===== config.mk =====
export PLATFORM = sky130hd
export DESIGN_NAME = permutation_inversion_enumerator_flat
export DESIGN_NICKNAME = d
export VERILOG_FILES = /design/src/rtl/pie_pkg.sv /design/src/rtl/pie_req_if.sv /design/src/rtl/pie_rsp_if.sv /design/src/rtl/pie_front.sv /design/src/rtl/pie_back.sv /design/src/rtl/permutation_inversion_enumerator.sv /design/src/flat_wrapper.sv
export SDC_FILE = /design/constraint.sdc
export NUM_CORES = 1
export LEC_CHECK = 0
export BUFFER_PORTS_ARGS = -buffer_cell sky130_fd_sc_hd__buf_4
export CAP_MARGIN = 20
export CORE_AREA = 4 4 221 223
export DETAILED_ROUTE_END_ITERATION = 8
export DIE_AREA = 0 0 225 227
export PLACE_DENSITY_LB_ADDON = 0.08
export SKIP_CTS_REPAIR_TIMING = 1
export SLEW_MARGIN = 20
export SYNTH_ARGS = -nofsm -noshare
export SYNTH_HDL_FRONTEND = slang
export SYNTH_SLANG_ARGS = --single-unit

===== constraint.sdc =====
create_clock -name clk -period 5 [get_ports clk]
set_clock_uncertainty 0.1 [all_clocks]
set_input_delay 0.75 -clock clk [delete_from_list [all_inputs] [get_ports clk]]
set_output_delay 0.75 -clock clk [all_outputs]
set_load 0.02 [all_outputs]

===== src/rtl/pie_pkg.sv =====
// Package of types, constants and functions for the permutation inversion enumerator.
`default_nettype none

package pie_pkg;

	localparam int MAX_ELEMS = 10;
	localparam int ELEM_W    = 4;
	localparam int SIZE_W    = 4;
	localparam int ROW_W     = 4;
	localparam int KEY_W     = 30;
	localparam int INV_W     = 6;
	localparam int WEIGHT_W  = 27;
	localparam logic [SIZE_W-1:0] SIZE_RESET = SIZE_W'(4);

	typedef logic [ELEM_W-1:0] elem_t;
	typedef logic [SIZE_W-1:0] size_t;

	typedef enum logic {
		OP_ADVANCE,
		OP_RESTART
	} op_t;

	typedef struct packed {
		logic valid;
		op_t  op;
	} q_head_t;

	function automatic size_t eff_size(input size_t raw);
		size_t n;
		n = raw;
		if (raw < SIZE_W'(2)) begin
			n = SIZE_W'(2);
		end else if (raw > SIZE_W'(MAX_ELEMS)) begin
			n = SIZE_W'(MAX_ELEMS);
		end
		return n;
	endfunction

	function automatic logic [WEIGHT_W-1:0] dec_weight(input logic [ROW_W-1:0] idx);
		logic [WEIGHT_W-1:0] w;
		case (idx)
			4'd0: w = WEIGHT_W'(1);
			4'd1: w = WEIGHT_W'(10);
			4'd2: w = WEIGHT_W'(100);
			4'd3: w = WEIGHT_W'(1000);
			4'd4: w = WEIGHT_W'(10000);
			4'd5: w = WEIGHT_W'(100000);
			4'd6: w = WEIGHT_W'(1000000);
			4'd7: w = WEIGHT_W'(10000000);
			4'd8: w = WEIGHT_W'(100000000);
			default: w = '0;
		endcase
		return w;
	endfunction

endpackage

`default_nettype wire


===== src/rtl/pie_req_if.sv =====
// Request channel interface: valid, ready and the restart flag.
`default_nettype none

interface pie_req_if;
	logic valid;
	logic ready;
	logic restart;

	modport source(output valid, output restart, input ready);
	modport sink(input valid, input restart, output ready);
endinterface

`default_nettype wire


===== src/rtl/pie_rsp_if.sv =====
// Result channel interface: valid, ready, key, inversion count and last flag.
`default_nettype none

interface pie_rsp_if;
	logic                        valid;
	logic                        ready;
	logic [pie_pkg::KEY_W-1:0]   perm_key;
	logic [pie_pkg::INV_W-1:0]   inversions;
	logic                        last;

	modport source(output valid, output perm_key, output inversions, output last,
		input ready);
	modport sink(input valid, input perm_key, input inversions, input last,
		output ready);
endinterface

`default_nettype wire


===== src/rtl/pie_front.sv =====
// Front end: accepts request words, classifies them and queues them for the back end.
`default_nettype none

module pie_front (
	input  wire logic        clk,
	input  wire logic        arst_n,
	pie_req_if.sink          req,
	input  wire logic        pop,
	output pie_pkg::q_head_t head
);

	pie_pkg::op_t op_q [2];
	logic         wr_ptr_q;
	logic         rd_ptr_q;
	logic [1:0]   count_q;
	logic         push;
	logic         do_pop;
	pie_pkg::op_t op_in;

	assign req.ready  = (count_q != 2'd2);
	assign push       = req.valid && req.ready;
	assign do_pop     = pop && (count_q != 2'd0);
	assign op_in      = req.restart ? pie_pkg::OP_RESTART : pie_pkg::OP_ADVANCE;
	assign head.valid = (count_q != 2'd0);
	assign head.op    = op_q[rd_ptr_q];

	always_ff @(posedge clk or negedge arst_n) begin
		if (!arst_n) begin
			wr_ptr_q <= 1'b0;
			rd_ptr_q <= 1'b0;
			count_q  <= 2'd0;
			op_q[0]  <= pie_pkg::OP_ADVANCE;
			op_q[1]  <= pie_pkg::OP_ADVANCE;
		end else begin
			if (push) begin
				op_q[wr_ptr_q] <= op_in;
				wr_ptr_q       <= ~wr_ptr_q;
			end
			if (do_pop) begin
				rd_ptr_q <= ~rd_ptr_q;
			end
			if (push && !do_pop) begin
				count_q <= count_q + 2'd1;
			end else if (!push && do_pop) begin
				count_q <= count_q - 2'd1;
			end
		end
	end

endmodule

`default_nettype wire


===== src/rtl/pie_back.sv =====
// Back end: steps Heap's algorithm, counts inversions row by row and builds the key.
`default_nettype none

module pie_back (
	input  wire logic             clk,
	input  wire logic             arst_n,
	input  wire pie_pkg::size_t   n_eff,
	input  wire pie_pkg::q_head_t head,
	output logic                  pop,
	pie_rsp_if.source             rsp
);

	typedef enum logic [2:0] {
		ST_IDLE,
		ST_WALK,
		ST_SWAP_RD,
		ST_SWAP_WR,
		ST_ROWS,
		ST_EMIT
	} state_t;

	state_t                                   state_q;
	pie_pkg::elem_t                           perm_q [pie_pkg::MAX_ELEMS];
	pie_pkg::elem_t                           cnt_q  [pie_pkg::MAX_ELEMS];
	pie_pkg::elem_t                           sh_q   [pie_pkg::MAX_ELEMS];
	pie_pkg::size_t                           level_q;
	pie_pkg::elem_t                           p_q;
	pie_pkg::elem_t                           q_q;
	pie_pkg::elem_t                           tmp_q;
	logic [pie_pkg::ROW_W-1:0]                row_q;
	logic [pie_pkg::INV_W-1:0]                inv_q;
	logic [pie_pkg::KEY_W-1:0]                key_q;
	logic                                     rsp_valid_q;
	logic [pie_pkg::KEY_W-1:0]                rsp_key_q;
	logic [pie_pkg::INV_W-1:0]                rsp_inv_q;
	logic                                     rsp_last_q;

	pie_pkg::elem_t                           lvl_cnt;
	pie_pkg::elem_t                           rd_idx;
	pie_pkg::elem_t                           rd_elem;
	pie_pkg::size_t                           lim;
	logic [pie_pkg::MAX_ELEMS-1:0]            gt;
	logic [pie_pkg::MAX_ELEMS-1:0]            exh;
	logic [pie_pkg::ROW_W-1:0]                row_cnt;
	logic [pie_pkg::ELEM_W+pie_pkg::WEIGHT_W-1:0] prod;
	logic                                     last_flag;
	logic                                     slot_free;
	logic                                     emit;

	assign rsp.valid      = rsp_valid_q;
	assign rsp.perm_key   = rsp_key_q;
	assign rsp.inversions = rsp_inv_q;
	assign rsp.last       = rsp_last_q;

	assign pop       = (state_q == ST_IDLE) && head.valid;
	assign slot_free = !rsp_valid_q || rsp.ready;
	assign emit      = (state_q == ST_EMIT) && slot_free;
	assign lvl_cnt   = (level_q < pie_pkg::SIZE_W'(pie_pkg::MAX_ELEMS)) ? cnt_q[level_q] : '0;
	assign rd_idx    = (state_q == ST_SWAP_RD) ? p_q : q_q;
	assign rd_elem   = perm_q[rd_idx];
	assign lim       = n_eff - row_q;
	assign prod      = sh_q[0] * pie_pkg::dec_weight(row_q);
	assign row_cnt   = pie_pkg::ROW_W'($countones(gt));
	assign last_flag = &exh;

	always_comb begin
		gt     = '0;
		exh    = '1;
		for (int j = 1; j < pie_pkg::MAX_ELEMS; j++) begin
			gt[j]  = (pie_pkg::SIZE_W'(j) < lim) && (sh_q[0] > sh_q[j]);
			exh[j] = (pie_pkg::SIZE_W'(j) >= n_eff) || (cnt_q[j] >= pie_pkg::ELEM_W'(j));
		end
	end

	always_ff @(posedge clk or negedge arst_n) begin
		if (!arst_n) begin
			state_q     <= ST_IDLE;
			level_q     <= pie_pkg::SIZE_W'(1);
			p_q         <= '0;
			q_q         <= '0;
			tmp_q       <= '0;
			row_q       <= '0;
			inv_q       <= '0;
			key_q       <= '0;
			rsp_valid_q <= 1'b0;
			rsp_key_q   <= '0;
			rsp_inv_q   <= '0;
			rsp_last_q  <= 1'b0;
			for (int k = 0; k < pie_pkg::MAX_ELEMS; k++) begin
				perm_q[k] <= pie_pkg::ELEM_W'(k);
				cnt_q[k]  <= '0;
				sh_q[k]   <= '0;
			end
		end else begin
			if (emit) begin
				rsp_valid_q <= 1'b1;
			end else if (rsp.ready) begin
				rsp_valid_q <= 1'b0;
			end
			unique case (state_q)
				ST_IDLE: begin
					if (head.valid) begin
						if (head.op == pie_pkg::OP_RESTART) begin
							level_q <= pie_pkg::SIZE_W'(1);
							for (int k = 0; k < pie_pkg::MAX_ELEMS; k++) begin
								perm_q[k] <= pie_pkg::ELEM_W'(k);
								cnt_q[k]  <= '0;
							end
						end else begin
							state_q <= ST_WALK;
						end
					end
				end
				ST_WALK: begin
					if (level_q >= n_eff) begin
						state_q <= ST_IDLE;
					end else if (lvl_cnt >= level_q) begin
						cnt_q[level_q] <= '0;
						level_q        <= level_q + pie_pkg::SIZE_W'(1);
					end else begin
						if (!level_q[0]) begin
							p_q <= '0;
							q_q <= level_q;
						end else begin
							p_q <= level_q;
							q_q <= (lvl_cnt >= pie_pkg::ELEM_W'(pie_pkg::MAX_ELEMS)) ? '0 : lvl_cnt;
						end
						state_q <= ST_SWAP_RD;
					end
				end
				ST_SWAP_RD: begin
					tmp_q   <= rd_elem;
					state_q <= ST_SWAP_WR;
				end
				ST_SWAP_WR: begin
					perm_q[p_q]    <= rd_elem;
					perm_q[q_q]    <= tmp_q;
					cnt_q[level_q] <= lvl_cnt + pie_pkg::ELEM_W'(1);
					level_q        <= pie_pkg::SIZE_W'(1);
					for (int k = 0; k < pie_pkg::MAX_ELEMS; k++) begin
						if (pie_pkg::ELEM_W'(k) == q_q) begin
							sh_q[k] <= tmp_q;
						end else if (pie_pkg::ELEM_W'(k) == p_q) begin
							sh_q[k] <= rd_elem;
						end else begin
							sh_q[k] <= perm_q[k];
						end
					end
					row_q   <= '0;
					inv_q   <= '0;
					key_q   <= '0;
					state_q <= ST_ROWS;
				end
				ST_ROWS: begin
					inv_q <= inv_q + pie_pkg::INV_W'(row_cnt);
					key_q <= key_q + prod[pie_pkg::KEY_W-1:0];
					for (int k = 0; k < pie_pkg::MAX_ELEMS - 1; k++) begin
						sh_q[k] <= sh_q[k+1];
					end
					row_q <= row_q + pie_pkg::ROW_W'(1);
					if (row_q == n_eff - pie_pkg::SIZE_W'(2)) begin
						state_q <= ST_EMIT;
					end
				end
				ST_EMIT: begin
					if (slot_free) begin
						rsp_key_q   <= key_q;
						rsp_inv_q   <= inv_q;
						rsp_last_q  <= last_flag;
						state_q     <= ST_IDLE;
					end
				end
				default: begin
					state_q <= ST_IDLE;
				end
			endcase
		end
	end

endmodule

`default_nettype wire


===== src/rtl/permutation_inversion_enumerator.sv =====
// Top level of the permutation inversion enumerator.
//
// Request words on req carry one flag: restart high returns the permutation of
// perm_size elements to the identity and produces no result word; restart low
// advances to the next permutation in Heap's order. Each advance produces one word
// on rsp with the decimal key, the inversion count and a last flag, except once the
// enumeration is exhausted, when an advance produces nothing until a restart.
// perm_size is written through perm_size_we and perm_size_wdata; the user must
// write it only while the block is idle, as the block itself does not enforce it;
// values outside 2 to 10 act as the nearest bound. The back end takes one request
// word at a time and pops the next only once it has returned to idle. The sequencer
// walks one level and counts one row of inversions per cycle; a two-word queue in
// front keeps req ready until both of its entries are full. A stalled result word
// holds on rsp and the back end waits only when its next result finds the output
// register still full. Reset restores perm_size to 4, the identity permutation,
// zero counters and an empty queue and output register.
`default_nettype none

module permutation_inversion_enumerator (
	input  wire logic                        clk,
	input  wire logic                        arst_n,
	input  wire logic                        perm_size_we,
	input  wire logic [pie_pkg::SIZE_W-1:0]  perm_size_wdata,
	pie_req_if.sink                          req,
	pie_rsp_if.source                        rsp
);

	pie_pkg::size_t   perm_size_q;
	pie_pkg::size_t   n_eff;
	pie_pkg::q_head_t head;
	logic             pop;

	always_ff @(posedge clk or negedge arst_n) begin
		if (!arst_n) begin
			perm_size_q <= pie_pkg::SIZE_RESET;
		end else if (perm_size_we) begin
			perm_size_q <= perm_size_wdata;
		end
	end

	assign n_eff = pie_pkg::eff_size(perm_size_q);

	pie_front u_front (
		.clk    (clk),
		.arst_n (arst_n),
		.req    (req),
		.pop    (pop),
		.head   (head)
	);

	pie_back u_back (
		.clk    (clk),
		.arst_n (arst_n),
		.n_eff  (n_eff),
		.head   (head),
		.pop    (pop),
		.rsp    (rsp)
	);

endmodule

`default_nettype wire


===== src/flat_wrapper.sv =====
// flat-port wrapper written by rule: the top's interface ports become plain ports
module permutation_inversion_enumerator_flat 
  (clk, arst_n, perm_size_we, perm_size_wdata, req_valid, req_restart, req_ready, rsp_valid, rsp_perm_key, rsp_inversions, rsp_last, rsp_ready);
  pie_req_if req_i ();
  pie_rsp_if rsp_i ();
  input  wire logic clk;
  input  wire logic arst_n;
  input  wire logic perm_size_we;
  input  wire logic [pie_pkg::SIZE_W-1:0] perm_size_wdata;
  input wire logic [$bits(req_i.valid)-1:0] req_valid;
  input wire logic [$bits(req_i.restart)-1:0] req_restart;
  output wire logic [$bits(req_i.ready)-1:0] req_ready;
  output wire logic [$bits(rsp_i.valid)-1:0] rsp_valid;
  output wire logic [$bits(rsp_i.perm_key)-1:0] rsp_perm_key;
  output wire logic [$bits(rsp_i.inversions)-1:0] rsp_inversions;
  output wire logic [$bits(rsp_i.last)-1:0] rsp_last;
  input wire logic [$bits(rsp_i.ready)-1:0] rsp_ready;
  assign req_i.valid = req_valid;
  assign req_i.restart = req_restart;
  assign req_ready = req_i.ready;
  assign rsp_valid = rsp_i.valid;
  assign rsp_perm_key = rsp_i.perm_key;
  assign rsp_inversions = rsp_i.inversions;
  assign rsp_last = rsp_i.last;
  assign rsp_i.ready = rsp_ready;
  permutation_inversion_enumerator u_core (.clk(clk), .arst_n(arst_n), .perm_size_we(perm_size_we), .perm_size_wdata(perm_size_wdata), .req(req_i), .rsp(rsp_i));
endmodule

After elaboration in Yosys (flattened, before gate mapping)
Memories as Yosys holds them, arrays and structs flattened. Cells that the tools add are included.

Add/subtract/negate cells: 17. Multiply operators: 1. Divide/modulo/power cells: 0. Order comparisons: 52. Equality and inequality tests: 33. Shift-type cells: 0. Muxes and demuxes: 77. Bitwise logic cells: 12. Reductions and logical operators: 47.

Operators by type and width (count): 40-bit 2-to-1 mux (6); 4-bit 2-to-1 mux (38); 40-bit bitwise mux (3); 40-bit one-hot mux with 3 select lines (1); 40-bit one-hot mux with 2 select lines (1); 36-bit one-hot mux with 2 select lines (1); 30-bit one-hot mux with 2 select lines (1); 4-bit demux with 4-bit select (3); 40-bit AND (1); 40-bit inverter (1); 4-bit greater-than comparator (9); 4-bit binary-select mux with 4-bit select (2); 3-bit by 4-bit equality test with 1-bit output (first input constant) (8); 30-bit adder (1); 4-bit by 27-bit multiplier with 30-bit output (1); 5-bit greater-or-equal comparator (second input constant) (4); 4-bit inverter with 5-bit output (4); 1-bit logical AND (19); 3-bit 2-to-1 mux (6); 3-bit one-hot mux with 6 select lines (1); 2-bit by 4-bit equality test with 1-bit output (first input constant) (4); 4-bit equality test (first input constant) (4); 3-bit by 4-bit greater-or-equal comparator with 1-bit output (first input constant) (4); 4-bit by 3-bit greater-or-equal comparator with 1-bit output (second input constant) (4); 55 further kinds (112).

Bits in registers: 227. Latch bits: 0. RAM bits: 0. Memory bits (read-only): 400. Bits of input ports: 10. Output and inout bits: 39. Memories kept: 1.

Memories: (no name shown) (words 16, bits a word 25, read ports 1, clocked after Yosys merged registers in 0, wr ports 0, line pie_pkg.sv:41) `case (idx)`.

Logic depth before layout (Yosys ltp)
Depth after elaboration: 12. Depth in mapped cells: 24. Mapped depth without buffers: 23.

Modules after synthesis
From an unflattened synthesis, not the netlist that was laid out.

Cell total of the unflattened synthesis: 1797. Area, all modules: 16683.5 um2.

Modules (own cells, without submodules): pie_back (instances 1, cells an instance 1760, area an instance 16206.8 um2, sequential area each 5450.2 um2); pie_front (instances 1, cells an instance 22, area an instance 287.8 um2, sequential area each 150.1 um2); permutation_inversion_enumerator (instances 1, cells an instance 15, area an instance 188.9 um2, sequential area each 101.3 um2).

Least setup slack after synthesis
Ideal clock, no wire load.

Kind: register to register. Start: register u_core.u_back.row_q[0] (netlist bit). End: register u_core.u_back.key_q[29] (netlist bit). Setup time: 0.132 ns. Arrival time: 5.181 ns. Data required time: 4.768 ns. Path slack: -0.413 ns. Stages on the path, launching flop included: 21. Clock period less this slack: 5.413 ns. Cells stage by stage: dfrtp_1 > clkbuf_1 > inv_1 > ha_1 > and3_1 > clkbuf_1 > o21ai_0 > inv_1 > fa_1 > fa_1 > fa_1 > ha_1 > nand4_1 > nor3_1 > a22o_1 > a21o_1 > nor3_4 > a22oi_1 > a211oi_1 > mux2i_1 > o211ai_1.

Longest elaborated chain between the ends: 4.

RTL lines: start, declared (line pie_back.sv:30) `logic [pie_pkg::ROW_W-1:0] row_q;`; start signal, assigned (line pie_back.sv:160) `row_q <= row_q + pie_pkg::ROW_W'(1);`; memory read 16 x 25 bit; 4-bit by 27-bit multiplier with 30-bit output (line pie_back.sv:62) `assign prod = sh_q[0] * pie_pkg::dec_weight(row_q);`; 30-bit adder (line pie_back.sv:156) `key_q <= key_q + prod[pie_pkg::KEY_W-1:0];`; 30-bit one-hot mux with 2 select lines (line pie_back.sv:100) `unique case (state_q)`; end signal, assigned (line pie_back.sv:156); end, declared (line pie_back.sv:32) `logic [pie_pkg::KEY_W-1:0] key_q;`.

No other way between the ends. A chain may end at the register's enable or synchronous reset.

Final worst setup path
Start: register u_core.perm_size_q[3]. End: register u_core.u_back.inv_q[4] (netlist bit).

Longest elaborated chain between the ends: 12. Elaborated cells on any way between the ends: 33.

RTL lines: start, declared (line permutation_inversion_enumerator.sv:28) `pie_pkg::size_t perm_size_q;`; start signal, assigned (line permutation_inversion_enumerator.sv:35) `perm_size_q <= pie_pkg::SIZE_RESET;`; start signal, assigned (line permutation_inversion_enumerator.sv:37) `perm_size_q <= perm_size_wdata;`; 4-bit greater-than comparator (line pie_pkg.sv:33) `end else if (raw > SIZE_W'(MAX_ELEMS)) begin`; 4-bit 2-to-1 mux (line pie_pkg.sv:33); 4-bit 2-to-1 mux (*) (line pie_pkg.sv:31) `if (raw < SIZE_W'(2)) begin`; 4-bit subtractor (*) (line pie_back.sv:61) `assign lim = n_eff - row_q;`; 2-bit by 4-bit < comparator with 1-bit output or 3-bit by 4-bit < comparator with 1-bit output (tied branches) (line pie_back.sv:70) `gt[j] = (pie_pkg::SIZE_W'(j) < lim) && (sh_q[0] > sh_q[j]);`; 1-bit logical AND (line pie_back.sv:70); 1-bit by 1-bit adder with 2-bit output (implied by the code) (line pie_back.sv:63) `assign row_cnt = pie_pkg::ROW_W'($countones(gt));`; 1-bit by 2-bit adder with 3-bit output (implied by the code) or 2-bit by 2-bit adder with 3-bit output (tied branches) (line pie_back.sv:63); 3-bit by 3-bit adder with 4-bit output (implied by the code) (line pie_back.sv:63); 4-bit by 2-bit adder with 4-bit output (implied by the code) (*) (line pie_back.sv:63); 6-bit by 4-bit adder with 6-bit output (*) (line pie_back.sv:155) `inv_q <= inv_q + pie_pkg::INV_W'(row_cnt);`; 6-bit one-hot mux with 2 select lines (*) (line pie_back.sv:100); end signal, assigned (line pie_back.sv:155); end, declared (line pie_back.sv:31) `logic [pie_pkg::INV_W-1:0] inv_q;`.

Every way passes the cells marked *; elsewhere a longest branch is shown, timed or not.

==> summary.md <==
| Metric | Value |
|---|---|
| Status | `completed` |
| Root Driver | `clkbuf_16` |
| P per Cell Area | `~550 nW/µm²` |
| # setup viols final | `0` |
| Row Count | `between 70 and 80` |
| Mapped Area | `approximately 16000 µm²` |
| Max Clk Rate | `0.205 GHz` |
| Max incr delay on CP | `~560 ps` |
| Max-Slew Margin vs Limit | `a little over a third` |
| H-tree Lvls | `1` |
| DP Area | `between 15000 and 20000 µm²` |
| Initial drt markers | `roughly 1000` |
| Leak | `around 9.4 nW` |
| Initial Util | `around a third` |
| Sink Count | `227` |
| Worst Reg-to-Reg Cells | `22` |
| Post-DRT Antenna Nets | `0` |
| VDD IR-drop max | `between 300 and 400 µV` |
| Slowest CP cell | `fa_1` |
| Least-Margin Pin Slew | `between 900 and 1000 ps` |
| Reg power frac | `between 20 and 30%` |
| Top cell family by delay on the critical path | `adder cells` |
| Routed via count | `13400` |
| Layout cells sized above 1 | `~21%` |
| Nets@finish | `~2100` |
| Setup tns final | `0 ps` |
| Setup crit end kind | `flip-flop` |
| Worst hold path class | `in -> async` |
| Worst endpoint required time | `between 5000 and 6000 ps` |
| Wire length per cell | `19.6 µm` |
| Vias in the first global route | `approximately 14000` |
| Dominant synthesized flop cell | `dfrtp_1` |
| Global route overflow | `0` |
| Die Height | `227 µm` |
| TritonCTS clock tree | `done` |
| Mapped Nets | `between 1500 and 2000` |
| Final GP Congestion | `about 0.91` |
| Psw | `4.68 mW` |
| Maximum root-to-sink buffer count | `3` |
| Total core area | `46600 µm²` |
| Minimum clock period | `4880 ps` |
| Die ar. | `approximately 51000 µm²` |
| Post-DP HPWL | `37100 µm` |
| CTS Buf Count | `29` |
| Cells after Synth | `1740` |
| Crit-path most repeated cell | `fa_1` |
| YS warnings | `0` |
| Drt via density | `5.33` |
| Fin worst setup slack | `roughly 120 ps` |
| Final Slew Violations | `0` |
| Sw frac | `between 40% and 50%` |
| Tot GR Track Use | `between 15 and 20%` |
| Die Wd | `225 µm` |
| FF-to-FF End | `u_core.u_back.inv_q[4]$_DFFE_PN0P_` |
| Io pins | `49` |
| Clk Latency, worst-skew pair | `590 ps` |
| Final WL | `roughly 49000 µm` |
| Max-Cap Viols | `0` |
| DRC Markers | `0` |
| Design Area, Final | `approximately 20000 µm²` |
| Final Cycle Share | `between 90% and 100%` |
| Antenna violations before repair | `0` |
| Setup WS pre-CTS | `-227 ps` |
| Worst-path clk slew | `about 60 ps` |
| First-pass GRT wire length | `between 70000 and 80000 µm` |
| Combinational group share of total power | `52.7%` |
| ANT cells | `0` |
| FF+latch count, synth | `227` |
| CP max FO | `5` |
| First-pass DRT Iterations | `8` |
| R2r setup slk | `approximately 120 ps` |
| Clk pwr share | `between 20% and 30%` |
| CP cell instances | `or3_4 > nand3_4 > ha_4 > inv_1 > a21o_1 > a21oi_4 > xnor2_4 > o21ai_2 > and2_4 > fa_1 > inv_2 > fa_1 > fa_1 > inv_1 > ha_2 > inv_2 > fa_2 > nor2b_1 > o21a_1 > o21ai_2 > nand3_1 > o21ai_1` |
| Async SR Flop Fraction | `100%` |
| Syn_area_per_cell | `about 9.3 µm²` |
| WP buf/inv | `4` |
| Final hold vios | `0` |
| Pin count of the biggest net entering global routing | `about 110` |
| Post-synthesis sequential area ratio | `a little over a third` |
| Arrival time of the worst setup path | `5220 ps` |
| RSZ-0062 raised after global routing | `true` |
| Internal | `6.07 mW` |
| EDFF count, synth | `0` |
| Synth-to-layout area growth | `20.4%` |
| R2R Path Start | `u_core.perm_size_q[3]$_DFFE_PN0P_` |
| Setup crit start kind | `flip-flop` |
| Number of distinct library cells after synthesis | `76` |
| Kind of critical path | `reg -> reg` |
| I/O Buffers | `48` |
-- stage by stage --
| step | hold WS (ps) | power (mW) | std cells | utilization (%) |
|---|---|---|---|---|
| finish | 145 | 10.7 | 2508 | 42.0 |
| global route | 218 | 11.6 | 2508 | 42.0 |
| CTS | 205 | 10.6 | 2499 | 41.0 |
| detailed placement | 370 | 8.36 | 2445 | 38.9 |
| global placement | 362 | 8.27 | 2445 | 38.9 |
| floorplan | 345 | 6.28 | 1740 | - |
-- metal layers --
| metal | wire length (µm) | up-vias | track usage (%) |
|---|---|---|---|
| met4 | 1080 | 0 | 4.68 |
| met2 | 23300 | 337 | 32.1 |
| li1 | - | 6386 | - |
| met5 | 0 | - | 0 |
| met3 | 2540 | 72 | 2.49 |
| met1 | 22300 | 6575 | 27.0 |
-- cell type report --
class / count / area, µm²
Fill cell: 4529 / 27000
Multi-Input combinational cell: 1281 / 10100
Sequential cell: 227 / 5700
Timing Repair Buffer: 179 / 1420
Clock buffer: 46 / 860
Tap cell: 607 / 759
Inverter: 160 / 606
Clock inverter: 8 / 124
-- how the worst max path moves through the flow --
stage                                            start                             endpoint  slack [ps]  depth (start not counted)
global placement    u_core.u_back.row_q[0]$_DFFE_PN0P_  u_core.u_back.key_q[29]$_DFFE_PN0P_        -190                         19
detailed placement  u_core.u_back.row_q[0]$_DFFE_PN0P_  u_core.u_back.key_q[29]$_DFFE_PN0P_        -230                         19
finish               u_core.perm_size_q[3]$_DFFE_PN0P_   u_core.u_back.inv_q[4]$_DFFE_PN0P_         120                         22
floorplan           u_core.u_back.row_q[0]$_DFFE_PN0P_  u_core.u_back.key_q[29]$_DFFE_PN0P_          -7                         21
global route         u_core.perm_size_q[3]$_DFFE_PN0P_   u_core.u_back.inv_q[4]$_DFFE_PN0P_        -120                         22
CTS                 u_core.u_back.row_q[0]$_DFFE_PN0P_  u_core.u_back.key_q[29]$_DFFE_PN0P_        -230                         19
-- power groups by stage --
| stage | Clock (mW) | Combinational (mW) | Sequential [mW] |
|---|---|---|---|
| after global routing | 2.30 | 6.33 | 3.01 |
| after floorplan | 0 | 3.48 | 2.79 |
| final | 2.15 | 5.67 | 2.93 |
| after CTS | 2.22 | 5.41 | 2.94 |
| after global placement | 0 | 5.30 | 2.96 |
| after detailed placement | 0 | 5.39 | 2.97 |
-- Yosys cell counts (20+ instances only) --
cell / instances / share of area (%)
ha_1: 114 / 8.8
a21o_1: 20 / 0.92
mux2_2: 48 / 3.3
xnor2_1: 21 / 1.1
and2_1: 23 / 0.89
nand3_1: 39 / 1.2
nor2_1: 81 / 1.9
clkbuf_1: 57 / 1.3
a21oi_1: 78 / 2.4
nor2b_1: 22 / 0.85
xor2_1: 21 / 1.1
nor3_1: 32 / 0.99
inv_1: 157 / 3.6
dfrtp_1: 210 / 32
nand2_1: 239 / 5.5
o21ai_0: 177 / 5.5
mux2i_1: 37 / 2.3
nand2b_1: 28 / 1.1
fa_1: 77 / 9.5
-- logic make-up after synthesis --
logic type / after synthesis / share of synthesized area, %
buf+inv: 232 / 5.63
simple gates: 510 / 14.5
mux: 94 / 6.86
xor+xnor: 42 / 2.27
flops: 227 / 35.1
compound gates: 444 / 17.3
fa+ha+maj: 191 / 18.3
-- layout by cell type (no fill, tap or decap), types with 14 or more instances in the layout --
master	n
a222oi_1	16
mux2i_1	37
nand2_1	235
o22ai_1	19
clkbuf_16	30
a21o_1	19
nand2b_1	28
mux2_2	48
dfstp_2	17
nor2b_1	21
a22oi_1	14
fa_1	75
a211oi_1	15
nor3_1	28
inv_1	151
and2_1	19
dfrtp_1	209
and3_1	14
a21oi_1	68
xor2_1	20
nor2_1	73
a221oi_1	15
xnor2_1	20
nand3_1	38
buf_4	169
o21ai_0	163
ha_1	99
-- flip-flops by register name, summed over array words and instances, names as in the netlist, 6 cells and up --
register / flops
u_core.u_back.rsp.inversions: 6
u_core.u_back.key_q: 30
u_core.u_back.sh_q: 40
u_core.u_back.perm_q: 40
u_core.u_back.cnt_q: 40
u_core.u_back.rsp.perm_key: 30
u_core.u_back.inv_q: 6
No activity file was read; power rests on OpenSTA's default activity.
